==> src/rtl/core/ole_pkg.sv <==
// ole_pkg: shared constants, codes, types and word helpers of the ordered list engine
// no dependencies; imported by every other file of the block

package ole_pkg;

  localparam int DEPTH      = 16;
  localparam int DATA_WIDTH = 32;

  localparam int OPCODE_W = 4;
  localparam int FIELD_W  = 32;
  localparam int POS_W    = 8;
  localparam int STATUS_W = 3;
  localparam int COUNT_W  = 9;

  localparam int IDX_W = (DEPTH > 1) ? $clog2(DEPTH) : 1;
  localparam int LEN_W = $clog2(DEPTH + 1);
  localparam int CMP_W = (LEN_W > POS_W) ? LEN_W : POS_W;

  typedef logic [DATA_WIDTH-1:0] word_t;

  typedef enum logic [OPCODE_W-1:0] {
    OP_PREPEND    = 4'd0,
    OP_APPEND     = 4'd1,
    OP_DEL_VALUE  = 4'd2,
    OP_GET        = 4'd3,
    OP_INS_BEFORE = 4'd4,
    OP_INS_AFTER  = 4'd5,
    OP_CONTAINS   = 4'd6,
    OP_DEL_FRONT  = 4'd7,
    OP_DEL_BACK   = 4'd8
  } op_t;

  typedef enum logic [STATUS_W-1:0] {
    ST_OK           = 3'd0,
    ST_NOT_FOUND    = 3'd1,
    ST_EMPTY        = 3'd2,
    ST_OUT_OF_RANGE = 3'd3,
    ST_FULL         = 3'd4
  } status_t;

  typedef enum logic [2:0] {
    ACT_HOLD,
    ACT_PREPEND,
    ACT_APPEND,
    ACT_DEL_FRONT,
    ACT_DEL_AT,
    ACT_INS_BEFORE,
    ACT_INS_AFTER
  } act_t;

  typedef enum logic [1:0] {
    S_IDLE,
    S_SCAN,
    S_EXEC
  } state_t;

  typedef struct packed {
    act_t             action;
    word_t            key;
    word_t            item;
    logic [LEN_W-1:0] len;
  } cell_cmd_t;

  typedef struct packed {
    logic pre;
    logic first;
    logic seen;
  } link_t;

  function automatic word_t to_word(input logic [FIELD_W-1:0] v);
    logic signed [63:0] e;
    e = 64'(signed'(v));
    return e[DATA_WIDTH-1:0];
  endfunction

  function automatic logic [FIELD_W-1:0] word_out(input word_t w);
    logic signed [63:0] e;
    e = 64'(signed'(w));
    return e[FIELD_W-1:0];
  endfunction

endpackage

==> src/rtl/core/ole_if.sv <==
// ole_if: request and response channel interfaces of the ordered list engine
// depends on ole_pkg for field widths

interface ole_req_if;
  import ole_pkg::*;
  logic                valid;
  logic                ready;
  logic [OPCODE_W-1:0] opcode;
  logic [FIELD_W-1:0]  item_value;
  logic [FIELD_W-1:0]  target_value;
  logic [POS_W-1:0]    position;

  modport source (output valid, opcode, item_value, target_value, position, input ready);
  modport sink   (input valid, opcode, item_value, target_value, position, output ready);
endinterface

interface ole_rsp_if;
  import ole_pkg::*;
  logic                valid;
  logic                ready;
  logic [FIELD_W-1:0]  read_data;
  logic [STATUS_W-1:0] status;
  logic [COUNT_W-1:0]  entry_count;

  modport source (output valid, read_data, status, entry_count, input ready);
  modport sink   (input valid, read_data, status, entry_count, output ready);
endinterface

==> src/rtl/core/ole_cell.sv <==
// ole_cell: one list position; holds a word, compares it with the key and
// passes its match flags and word to its neighbors; depends on ole_pkg

module ole_cell (
  input  logic                     clk,
  input  logic                     rst,
  input  logic [ole_pkg::IDX_W-1:0] cell_index,
  input  ole_pkg::cell_cmd_t       cmd,
  input  ole_pkg::word_t           left_word,
  input  ole_pkg::word_t           right_word,
  input  ole_pkg::link_t           left_link,
  output ole_pkg::link_t           link_out,
  output ole_pkg::word_t           word
);
  import ole_pkg::*;

  logic  pre;
  logic  in_range;
  logic  match;
  logic  first;
  word_t word_next;

  assign in_range = LEN_W'(cell_index) < cmd.len;
  assign match    = in_range && (word == cmd.key);
  assign first    = match && !pre;

  assign link_out.pre   = pre;
  assign link_out.first = first;
  assign link_out.seen  = pre || match;

  always_comb begin
    word_next = word;
    unique case (cmd.action)
      ACT_HOLD:       word_next = word;
      ACT_PREPEND:    word_next = (cell_index == '0) ? cmd.item : left_word;
      ACT_APPEND:     if (LEN_W'(cell_index) == cmd.len) word_next = cmd.item;
      ACT_DEL_FRONT:  word_next = right_word;
      ACT_DEL_AT:     if (pre || match) word_next = right_word;
      ACT_INS_BEFORE: begin
        if (first) word_next = cmd.item;
        else if (pre) word_next = left_word;
      end
      ACT_INS_AFTER: begin
        if (left_link.first) word_next = cmd.item;
        else if (left_link.pre) word_next = left_word;
      end
      default:        word_next = word;
    endcase
  end

  always_ff @(posedge clk) begin
    if (rst) begin
      pre <= 1'b0;
    end else begin
      pre <= left_link.seen;
    end
    word <= word_next;
  end

endmodule

==> src/rtl/core/ole_ctrl.sv <==
// ole_ctrl: request register, scan sequencer, result decision and response register
// depends on ole_pkg; drives the command bus of the cell chain

module ole_ctrl (
  input  logic                         clk,
  input  logic                         rst,
  input  logic                         req_valid,
  output logic                         req_ready,
  input  logic [ole_pkg::OPCODE_W-1:0] req_opcode,
  input  logic [ole_pkg::FIELD_W-1:0]  req_item,
  input  logic [ole_pkg::FIELD_W-1:0]  req_target,
  input  logic [ole_pkg::POS_W-1:0]    req_position,
  output logic                         rsp_valid,
  input  logic                         rsp_ready,
  output logic [ole_pkg::FIELD_W-1:0]  rsp_data,
  output logic [ole_pkg::STATUS_W-1:0] rsp_status,
  output logic [ole_pkg::COUNT_W-1:0]  rsp_count,
  output ole_pkg::cell_cmd_t           cmd,
  output logic [ole_pkg::IDX_W-1:0]    rd_index,
  input  ole_pkg::word_t               rd_word,
  input  logic                         found
);
  import ole_pkg::*;

  state_t               state;
  state_t               state_next;
  logic [IDX_W-1:0]     cnt;
  logic [OPCODE_W-1:0]  op;
  word_t                key;
  word_t                item;
  logic [POS_W-1:0]     pos;
  logic [LEN_W-1:0]     len;
  logic [LEN_W-1:0]     len_next;
  act_t                 act;
  status_t              st;
  logic [FIELD_W-1:0]   data;
  logic                 req_fire;
  logic                 exec_fire;
  logic                 is_search;
  logic                 is_ins;
  logic                 full;
  logic                 empty;
  logic                 pos_ok;

  assign req_ready = (state == S_IDLE);
  assign req_fire  = req_valid && req_ready;
  assign exec_fire = (state == S_EXEC) && (!rsp_valid || rsp_ready);
  assign is_ins    = (req_opcode == OP_INS_BEFORE) || (req_opcode == OP_INS_AFTER);
  assign is_search = is_ins || (req_opcode == OP_DEL_VALUE) || (req_opcode == OP_CONTAINS);
  assign full      = (len == LEN_W'(DEPTH));
  assign empty     = (len == '0);
  assign pos_ok    = CMP_W'(pos) < CMP_W'(len);
  assign rd_index  = IDX_W'(pos);

  always_comb begin
    state_next = state;
    unique case (state)
      S_IDLE: if (req_fire) state_next = is_search ? S_SCAN : S_EXEC;
      S_SCAN: if (cnt == IDX_W'(DEPTH - 1)) state_next = S_EXEC;
      S_EXEC: if (exec_fire) state_next = S_IDLE;
      default: state_next = S_IDLE;
    endcase
  end

  always_comb begin
    act      = ACT_HOLD;
    st       = ST_OK;
    data     = '0;
    len_next = len;
    unique case (op)
      OP_PREPEND, OP_APPEND: begin
        if (full) begin
          st = ST_FULL;
        end else begin
          act      = (op == OP_PREPEND) ? ACT_PREPEND : ACT_APPEND;
          len_next = len + LEN_W'(1);
        end
      end
      OP_DEL_VALUE: begin
        if (empty) begin
          st = ST_EMPTY;
        end else if (!found) begin
          st = ST_NOT_FOUND;
        end else begin
          act      = ACT_DEL_AT;
          len_next = len - LEN_W'(1);
        end
      end
      OP_GET: begin
        if (pos_ok) begin
          data = word_out(rd_word);
        end else begin
          data = '1;
          st   = ST_OUT_OF_RANGE;
        end
      end
      OP_INS_BEFORE, OP_INS_AFTER: begin
        if (!found) begin
          st = ST_NOT_FOUND;
        end else if (full) begin
          st = ST_FULL;
        end else begin
          act      = (op == OP_INS_BEFORE) ? ACT_INS_BEFORE : ACT_INS_AFTER;
          len_next = len + LEN_W'(1);
        end
      end
      OP_CONTAINS: if (!found) st = ST_NOT_FOUND;
      OP_DEL_FRONT, OP_DEL_BACK: begin
        if (empty) begin
          st = ST_EMPTY;
        end else begin
          act      = (op == OP_DEL_FRONT) ? ACT_DEL_FRONT : ACT_HOLD;
          len_next = len - LEN_W'(1);
        end
      end
      default: ;
    endcase
  end

  assign cmd.action = exec_fire ? act : ACT_HOLD;
  assign cmd.key    = key;
  assign cmd.item   = item;
  assign cmd.len    = len;

  always_ff @(posedge clk) begin
    if (rst) begin
      state     <= S_IDLE;
      cnt       <= '0;
      len       <= '0;
      rsp_valid <= 1'b0;
    end else begin
      state <= state_next;
      cnt   <= (state == S_SCAN) ? cnt + IDX_W'(1) : '0;
      if (exec_fire) begin
        len       <= len_next;
        rsp_valid <= 1'b1;
      end else if (rsp_ready) begin
        rsp_valid <= 1'b0;
      end
    end
    if (req_fire) begin
      op   <= req_opcode;
      key  <= to_word(is_ins ? req_target : req_item);
      item <= to_word(req_item);
      pos  <= req_position;
    end
    if (exec_fire) begin
      rsp_data   <= data;
      rsp_status <= st;
      rsp_count  <= COUNT_W'(len_next);
    end
  end

endmodule

==> src/rtl/core/ordered_list_engine.sv <==
// ordered_list_engine: top level; a chain of DEPTH list cells driven by one sequencer
// depends on ole_pkg, ole_if, ole_cell and ole_ctrl
// searching requests (delete by value, insert before/after, contains) pass through a scan
// state in which the match flags ripple one cell per cycle, then the execute state registers
// the result; other requests go straight from accept to the execute state, which waits while
// a response is stalled; a new request waits until the last is done; reset clears count and control

module ordered_list_engine (
  input  logic             clk,
  input  logic             rst,
  ole_req_if.sink          req,
  ole_rsp_if.source        rsp
);
  import ole_pkg::*;

  cell_cmd_t        cmd;
  word_t            words [DEPTH];
  link_t            links [DEPTH];
  logic [IDX_W-1:0] rd_index;

  ole_ctrl u_ctrl (
    .clk          (clk),
    .rst          (rst),
    .req_valid    (req.valid),
    .req_ready    (req.ready),
    .req_opcode   (req.opcode),
    .req_item     (req.item_value),
    .req_target   (req.target_value),
    .req_position (req.position),
    .rsp_valid    (rsp.valid),
    .rsp_ready    (rsp.ready),
    .rsp_data     (rsp.read_data),
    .rsp_status   (rsp.status),
    .rsp_count    (rsp.entry_count),
    .cmd          (cmd),
    .rd_index     (rd_index),
    .rd_word      (words[rd_index]),
    .found        (links[DEPTH-1].seen)
  );

  for (genvar i = 0; i < DEPTH; i++) begin : g_cell
    word_t left_word;
    word_t right_word;
    link_t left_link;

    if (i == 0) begin : g_first
      assign left_word = '0;
      assign left_link = '0;
    end else begin : g_mid
      assign left_word = words[i-1];
      assign left_link = links[i-1];
    end

    if (i == DEPTH - 1) begin : g_last
      assign right_word = '0;
    end else begin : g_body
      assign right_word = words[i+1];
    end

    ole_cell u_cell (
      .clk        (clk),
      .rst        (rst),
      .cell_index (IDX_W'(i)),
      .cmd        (cmd),
      .left_word  (left_word),
      .right_word (right_word),
      .left_link  (left_link),
      .link_out   (links[i]),
      .word       (words[i])
    );
  end

endmodule

==> src/flat_wrapper.sv <==
// flat-port wrapper written by rule: the top's interface ports become plain ports
module ordered_list_engine_flat import ole_pkg::*;
  (clk, rst, req_valid, req_opcode, req_item_value, req_target_value, req_position, req_ready, rsp_valid, rsp_read_data, rsp_status, rsp_entry_count, rsp_ready);
  ole_req_if req_i ();
  ole_rsp_if rsp_i ();
  input  logic clk;
  input  logic rst;
  input wire logic [$bits(req_i.valid)-1:0] req_valid;
  input wire logic [$bits(req_i.opcode)-1:0] req_opcode;
  input wire logic [$bits(req_i.item_value)-1:0] req_item_value;
  input wire logic [$bits(req_i.target_value)-1:0] req_target_value;
  input wire logic [$bits(req_i.position)-1:0] req_position;
  output wire logic [$bits(req_i.ready)-1:0] req_ready;
  output wire logic [$bits(rsp_i.valid)-1:0] rsp_valid;
  output wire logic [$bits(rsp_i.read_data)-1:0] rsp_read_data;
  output wire logic [$bits(rsp_i.status)-1:0] rsp_status;
  output wire logic [$bits(rsp_i.entry_count)-1:0] rsp_entry_count;
  input wire logic [$bits(rsp_i.ready)-1:0] rsp_ready;
  assign req_i.valid = req_valid;
  assign req_i.opcode = req_opcode;
  assign req_i.item_value = req_item_value;
  assign req_i.target_value = req_target_value;
  assign req_i.position = req_position;
  assign req_ready = req_i.ready;
  assign rsp_valid = rsp_i.valid;
  assign rsp_read_data = rsp_i.read_data;
  assign rsp_status = rsp_i.status;
  assign rsp_entry_count = rsp_i.entry_count;
  assign rsp_i.ready = rsp_ready;
  ordered_list_engine u_core (.clk(clk), .rst(rst), .req(req_i), .rsp(rsp_i));
endmodule
==> config.mk <==
export PLATFORM = sky130hd
export DESIGN_NAME = ordered_list_engine_flat
export DESIGN_NICKNAME = d
export VERILOG_FILES = /design/src/rtl/core/ole_pkg.sv /design/src/rtl/core/ole_if.sv /design/src/rtl/core/ole_cell.sv /design/src/rtl/core/ole_ctrl.sv /design/src/rtl/core/ordered_list_engine.sv /design/src/flat_wrapper.sv
export SDC_FILE = /design/constraint.sdc
export NUM_CORES = 2
export LEC_CHECK = 0
export BUFFER_PORTS_ARGS = -buffer_cell sky130_fd_sc_hd__clkbuf_2
export CAP_MARGIN = 25
export CORE_MARGIN = 2
export CORE_UTILIZATION = 60
export CTS_CLUSTER_SIZE = 8
export DETAILED_ROUTE_END_ITERATION = 12
export PLACE_DENSITY = 0.86
export SYNTH_ARGS = -nofsm -noshare
export SYNTH_HDL_FRONTEND = slang
export SYNTH_SLANG_ARGS = --single-unit
==> constraint.sdc <==
create_clock -name clk -period 12.4 [get_ports clk]
set_input_delay 0 -clock clk [delete_from_list [all_inputs] [get_ports clk]]
set_output_delay 0 -clock clk [all_outputs]
set_load 0.05 [all_outputs]
==> run_results.csv <==
group,metric,value,unit
setup_path,endpoint_kind,"flip-flop",
setup_path,required,12.81,ns
clock_tree,cts-root-buf,"clkbuf_16",
die,dieHeight,267,um
final_layout,drive_above_1_share,17.1,%
global_routing,grt_use_met1,56.4,%
worst_hold_path,whs_path_depth,2,
clock_tree,insertion_delay,0.67,ns
logic_synthesis,synth_top_family_by_area,"compound AO/OA/AOI/OAI gates",
sta,hold_ws,0.0573,ns
power,pwr_density_cell,120,mW/mm^2
logic_synthesis,synthSimpleGateAreaFrac,12.2,%
setup_path,r2r_end,"u_core.g_cell[3].u_cell.word[11]",
final_layout,fill_cells,4961,
detailed_routing,wirelength,157000,um
sta,finClkSkew,0.0300,ns
run_status,status,"finished clean",
sta,rsz0062_at_grt,"no",
clock_tree,cts_tree,"done",
power,pwr-share-comb,11.7,%
clock_tree,postCtsResizedCells,0,
power,power,5.50,mW
die,io_pins,126,
detailed_routing,routedWlPerCell,36.2,um
logic_synthesis,ys_ff_latch,655,
sta,timing.final.ws_setup,7.32,ns
setup_path,worstSetupStartpoint,"u_core.u_ctrl.key[11]",
power,p_int,4.02,mW
global_routing,grt_max_degree,247,
setup_path,reg2reg_slack,7.32,ns
sta,period_share,41.0,%
global_routing,overflow,0,
global_routing,grt_usage,44.0,%
power,power_frac_seq,46.0,%
logic_synthesis,synth_edf_count,628,
die,die_w,267,um
clock_tree,cts.reportedPaths.clkPinSlew,0.05,ns
logic_synthesis,synth_top_flop_cell,"edfxtp_1",
sta,maxSlewHeadroom,3.36,%
setup_path,critPathKind,"flip-flop to flip-flop",
power,pwr-share-clk,42.3,%
global_routing,met2_usage,64.0,%
logic_synthesis,ys_seq_area_share,46.8,%
worst_hold_path,worstHoldPathType,"primary input to flip-flop",
logic_synthesis,synthXorXnorAreaFrac,11.0,%
logic_synthesis,synthMuxAreaShare,10.5,%
global_routing,grt_pass1_wl,224000,um
worst_hold_path,min_to,"u_core.u_ctrl.item[11]",
placed_design,pre_cts_ws,7.65,ns
setup_path,r2r_start,"u_core.u_ctrl.key[11]",
power,p_sw,1.48,mW
final_layout,final_core_util,67.0,%
logic_synthesis,synth_adder_area_share,0.302,%
sta,fin_crit,5.08,ns
sta,hold_viol,0,
setup_path,path_max_fanout,22,
sta,fmaxAchievable,0.197,GHz
clock_tree,numCtsBuffers,91,
placed_design,hpwl,112000,um
power,vdd_drop_max,0.145,mV
worst_hold_path,hp-start,"req_item_value[11]",
die,rows,96,
detailed_routing,drt_iter0_drc,6375,
setup_path,ff2ff_path_depth,10,
die,core-area,0.0685,mm^2
detailed_routing,viasPerCell,7.63,
final_layout,synthToLayoutAreaGrowth,10.8,%
global_routing,grt.busiest_layer,"met2",
global_routing,first_global_vias,31300,
global_routing,met3_usage,12.5,%
sta,tns,0,ns
placed_design,port_buffers,121,
die,die_area,0.0711,mm^2
logic_synthesis,syn_inst,3392,
logic_synthesis,ys_types,79,
detailed_routing,antenna_left,0,
placed_design,gp_congestion,1.05,
global_routing,antenna_found_initial,5,
power,leakage,15.8,nW
sta,finalMaxSlewViolations,0,
die,start_util,60.5,%
logic_synthesis,postSynthAreaPerCell,12.2,um^2
detailed_routing,drtPass1Iterations,10,
detailed_routing,drc,0,
sta,setup_viol,0,
setup_path,cp_data_arrival_time,5.49,ns
clock_tree,ctsHtreeMaxLevel,3,
final_layout,nets,3512,
run,maxCapViolations,0,
clock_tree,clock_sinks,655,
clock_tree,cts_buffer_depth,3,
power,p_sw_share,26.9,%
sta,worst_pin_slew,1.45,ns
logic_synthesis,yosysWarnings,0,
detailed_routing,vias,33100,
setup_path,worstSetupStartpointType,"flip-flop",
logic_synthesis,synth-compound-area-share,15.0,%
logic_synthesis,synth_area,0.0414,mm^2
logic_synthesis,ys_async_sr_fraction,0,%
==> layout make-up <==
cell class / count / area [um^2] / share of cell area (%)
Multi-Input combinational cell: 2347 / 20500 / 44.8
Sequential cell: 655 / 19400 / 42.3
Clock buffer: 123 / 2400 / 5.22
Timing Repair Buffer: 286 / 2180 / 4.74
Tap cell: 882 / 1100 / 2.40
Inverter: 41 / 154 / 0.335
Clock inverter: 7 / 116 / 0.254
Antenna cell: 1 / 2.50 / 0.00545
==> synthesized netlist by cell type (38+ instances only) <==
library cell,instances,area [um^2]
a22o_1,71,622
nand2_1,112,420
clkbuf_1,163,612
edfxtp_1,628,18900
buf_2,124,621
buf_1,48,180
nor3_1,38,190
o21ai_0,46,230
nor4_1,78,488
a221o_1,386,3860
inv_1,41,154
xnor2_1,262,2290
nor2_1,78,293
mux2_2,66,743
xor2_1,256,2240
mux4_2,160,3600
a21oi_1,43,215
a21o_1,44,330
and2_1,379,2370
nand4_1,76,475
==> sequential cells by signal, indices dropped and copies added, names as in the netlist <==
name,count
u_core.g_cell.u_cell.pre,15
u_core.g_cell.u_cell.word,512
u_core.u_ctrl.cnt,4
u_core.u_ctrl.item,32
u_core.u_ctrl.key,32
u_core.u_ctrl.len,5
u_core.u_ctrl.op,4
u_core.u_ctrl.pos,8
u_core.u_ctrl.rsp_count,5
u_core.u_ctrl.rsp_data,32
u_core.u_ctrl.rsp_status,3
u_core.u_ctrl.rsp_valid,1
u_core.u_ctrl.state,2
==> worst max-delay path, stage by stage (launching register included) <==
cell and delay [ns]:
edfxtp_1 0.37, buf_4 0.25, xnor2_1 1.03, nand4_1 0.59, nor4_1 0.48, and4_1 0.29, nor2b_1 0.38, o22ai_1 0.16
nand2b_1 0.49, buf_4 0.41, a221o_1 0.35
==> cells by family after synthesis <==
| logic type | count (synthesis) |
|---|---|
| AND/OR/NAND/NOR | 880 |
| AO/OA/AOI/OAI | 709 |
| flip-flops | 655 |
| XOR/XNOR | 518 |
| buffers and inverters | 393 |
| multiplexers | 226 |
| adder cells (fa/ha/maj) | 10 |
| other | 1 |
==> per-stage QoR <==
step / std cells / area (um^2)
2_1_floorplan: 3395 / 41400
3_3_place_gp: 4125 / 42400
3_5_place_dp: 4130 / 42600
4_1_cts: 4339 / 45900
5_1_grt: 4341 / 45900
6_report: 4342 / 45900
==> how the worst max path moves through the flow <==
stage	slack (ns)	to
floorplan	4.28	u_core.g_cell[1].u_cell.word[0]
global placement	7.81	u_core.g_cell[1].u_cell.word[15]
detailed placement	7.65	u_core.g_cell[1].u_cell.word[15]
CTS	7.64	u_core.g_cell[1].u_cell.word[8]
global route	7.30	u_core.g_cell[1].u_cell.word[8]
finish	7.32	u_core.g_cell[3].u_cell.word[11]
==> placed cells by master, fill, tap and decap left out, drive strengths merged, types with 76 or more instances in the layout <==
cell and count:
edfxtp 628, xnor2 262, a221o 386, nand2 116
nor2 80, nand4 76, dlygate4sd3 79, mux4 160
buf 86, xor2 256, nor4 83, clkbuf 244
and2 379
==> metal layers <==
| layer | up-vias | part of all wire (%) |
|---|---|---|
| met2 | 3149 | 43 |
| met1 | 16200 | 34 |
| met3 | 551 | 14 |
| met4 | 4 | 9.0 |
| met5 | - | 0.018 |
| li1 | 13300 | - |
==> power by group through the flow <==
| stage | combinational (mW) | clock [mW] | sequential (mW) |
|---|---|---|---|
| 3_5_place_dp | 0.591 | 0 | 2.57 |
| 2_1_floorplan | 0.383 | 0 | 2.53 |
| 5_1_grt | 0.652 | 2.40 | 2.53 |
| 4_1_cts | 0.613 | 2.32 | 2.53 |
| 6_report | 0.646 | 2.33 | 2.53 |
| 3_3_place_gp | 0.583 | 0 | 2.57 |
==> timing repair <==
item / 4_1_cts / 5_1_grt
hold buffers: 79 / 0
setup endpoints to repair: 0 / 0
buffers inserted: 0 / 0
endpoints found under the hold margin: 93 / 0
Power figures use the tool's default switching activity.
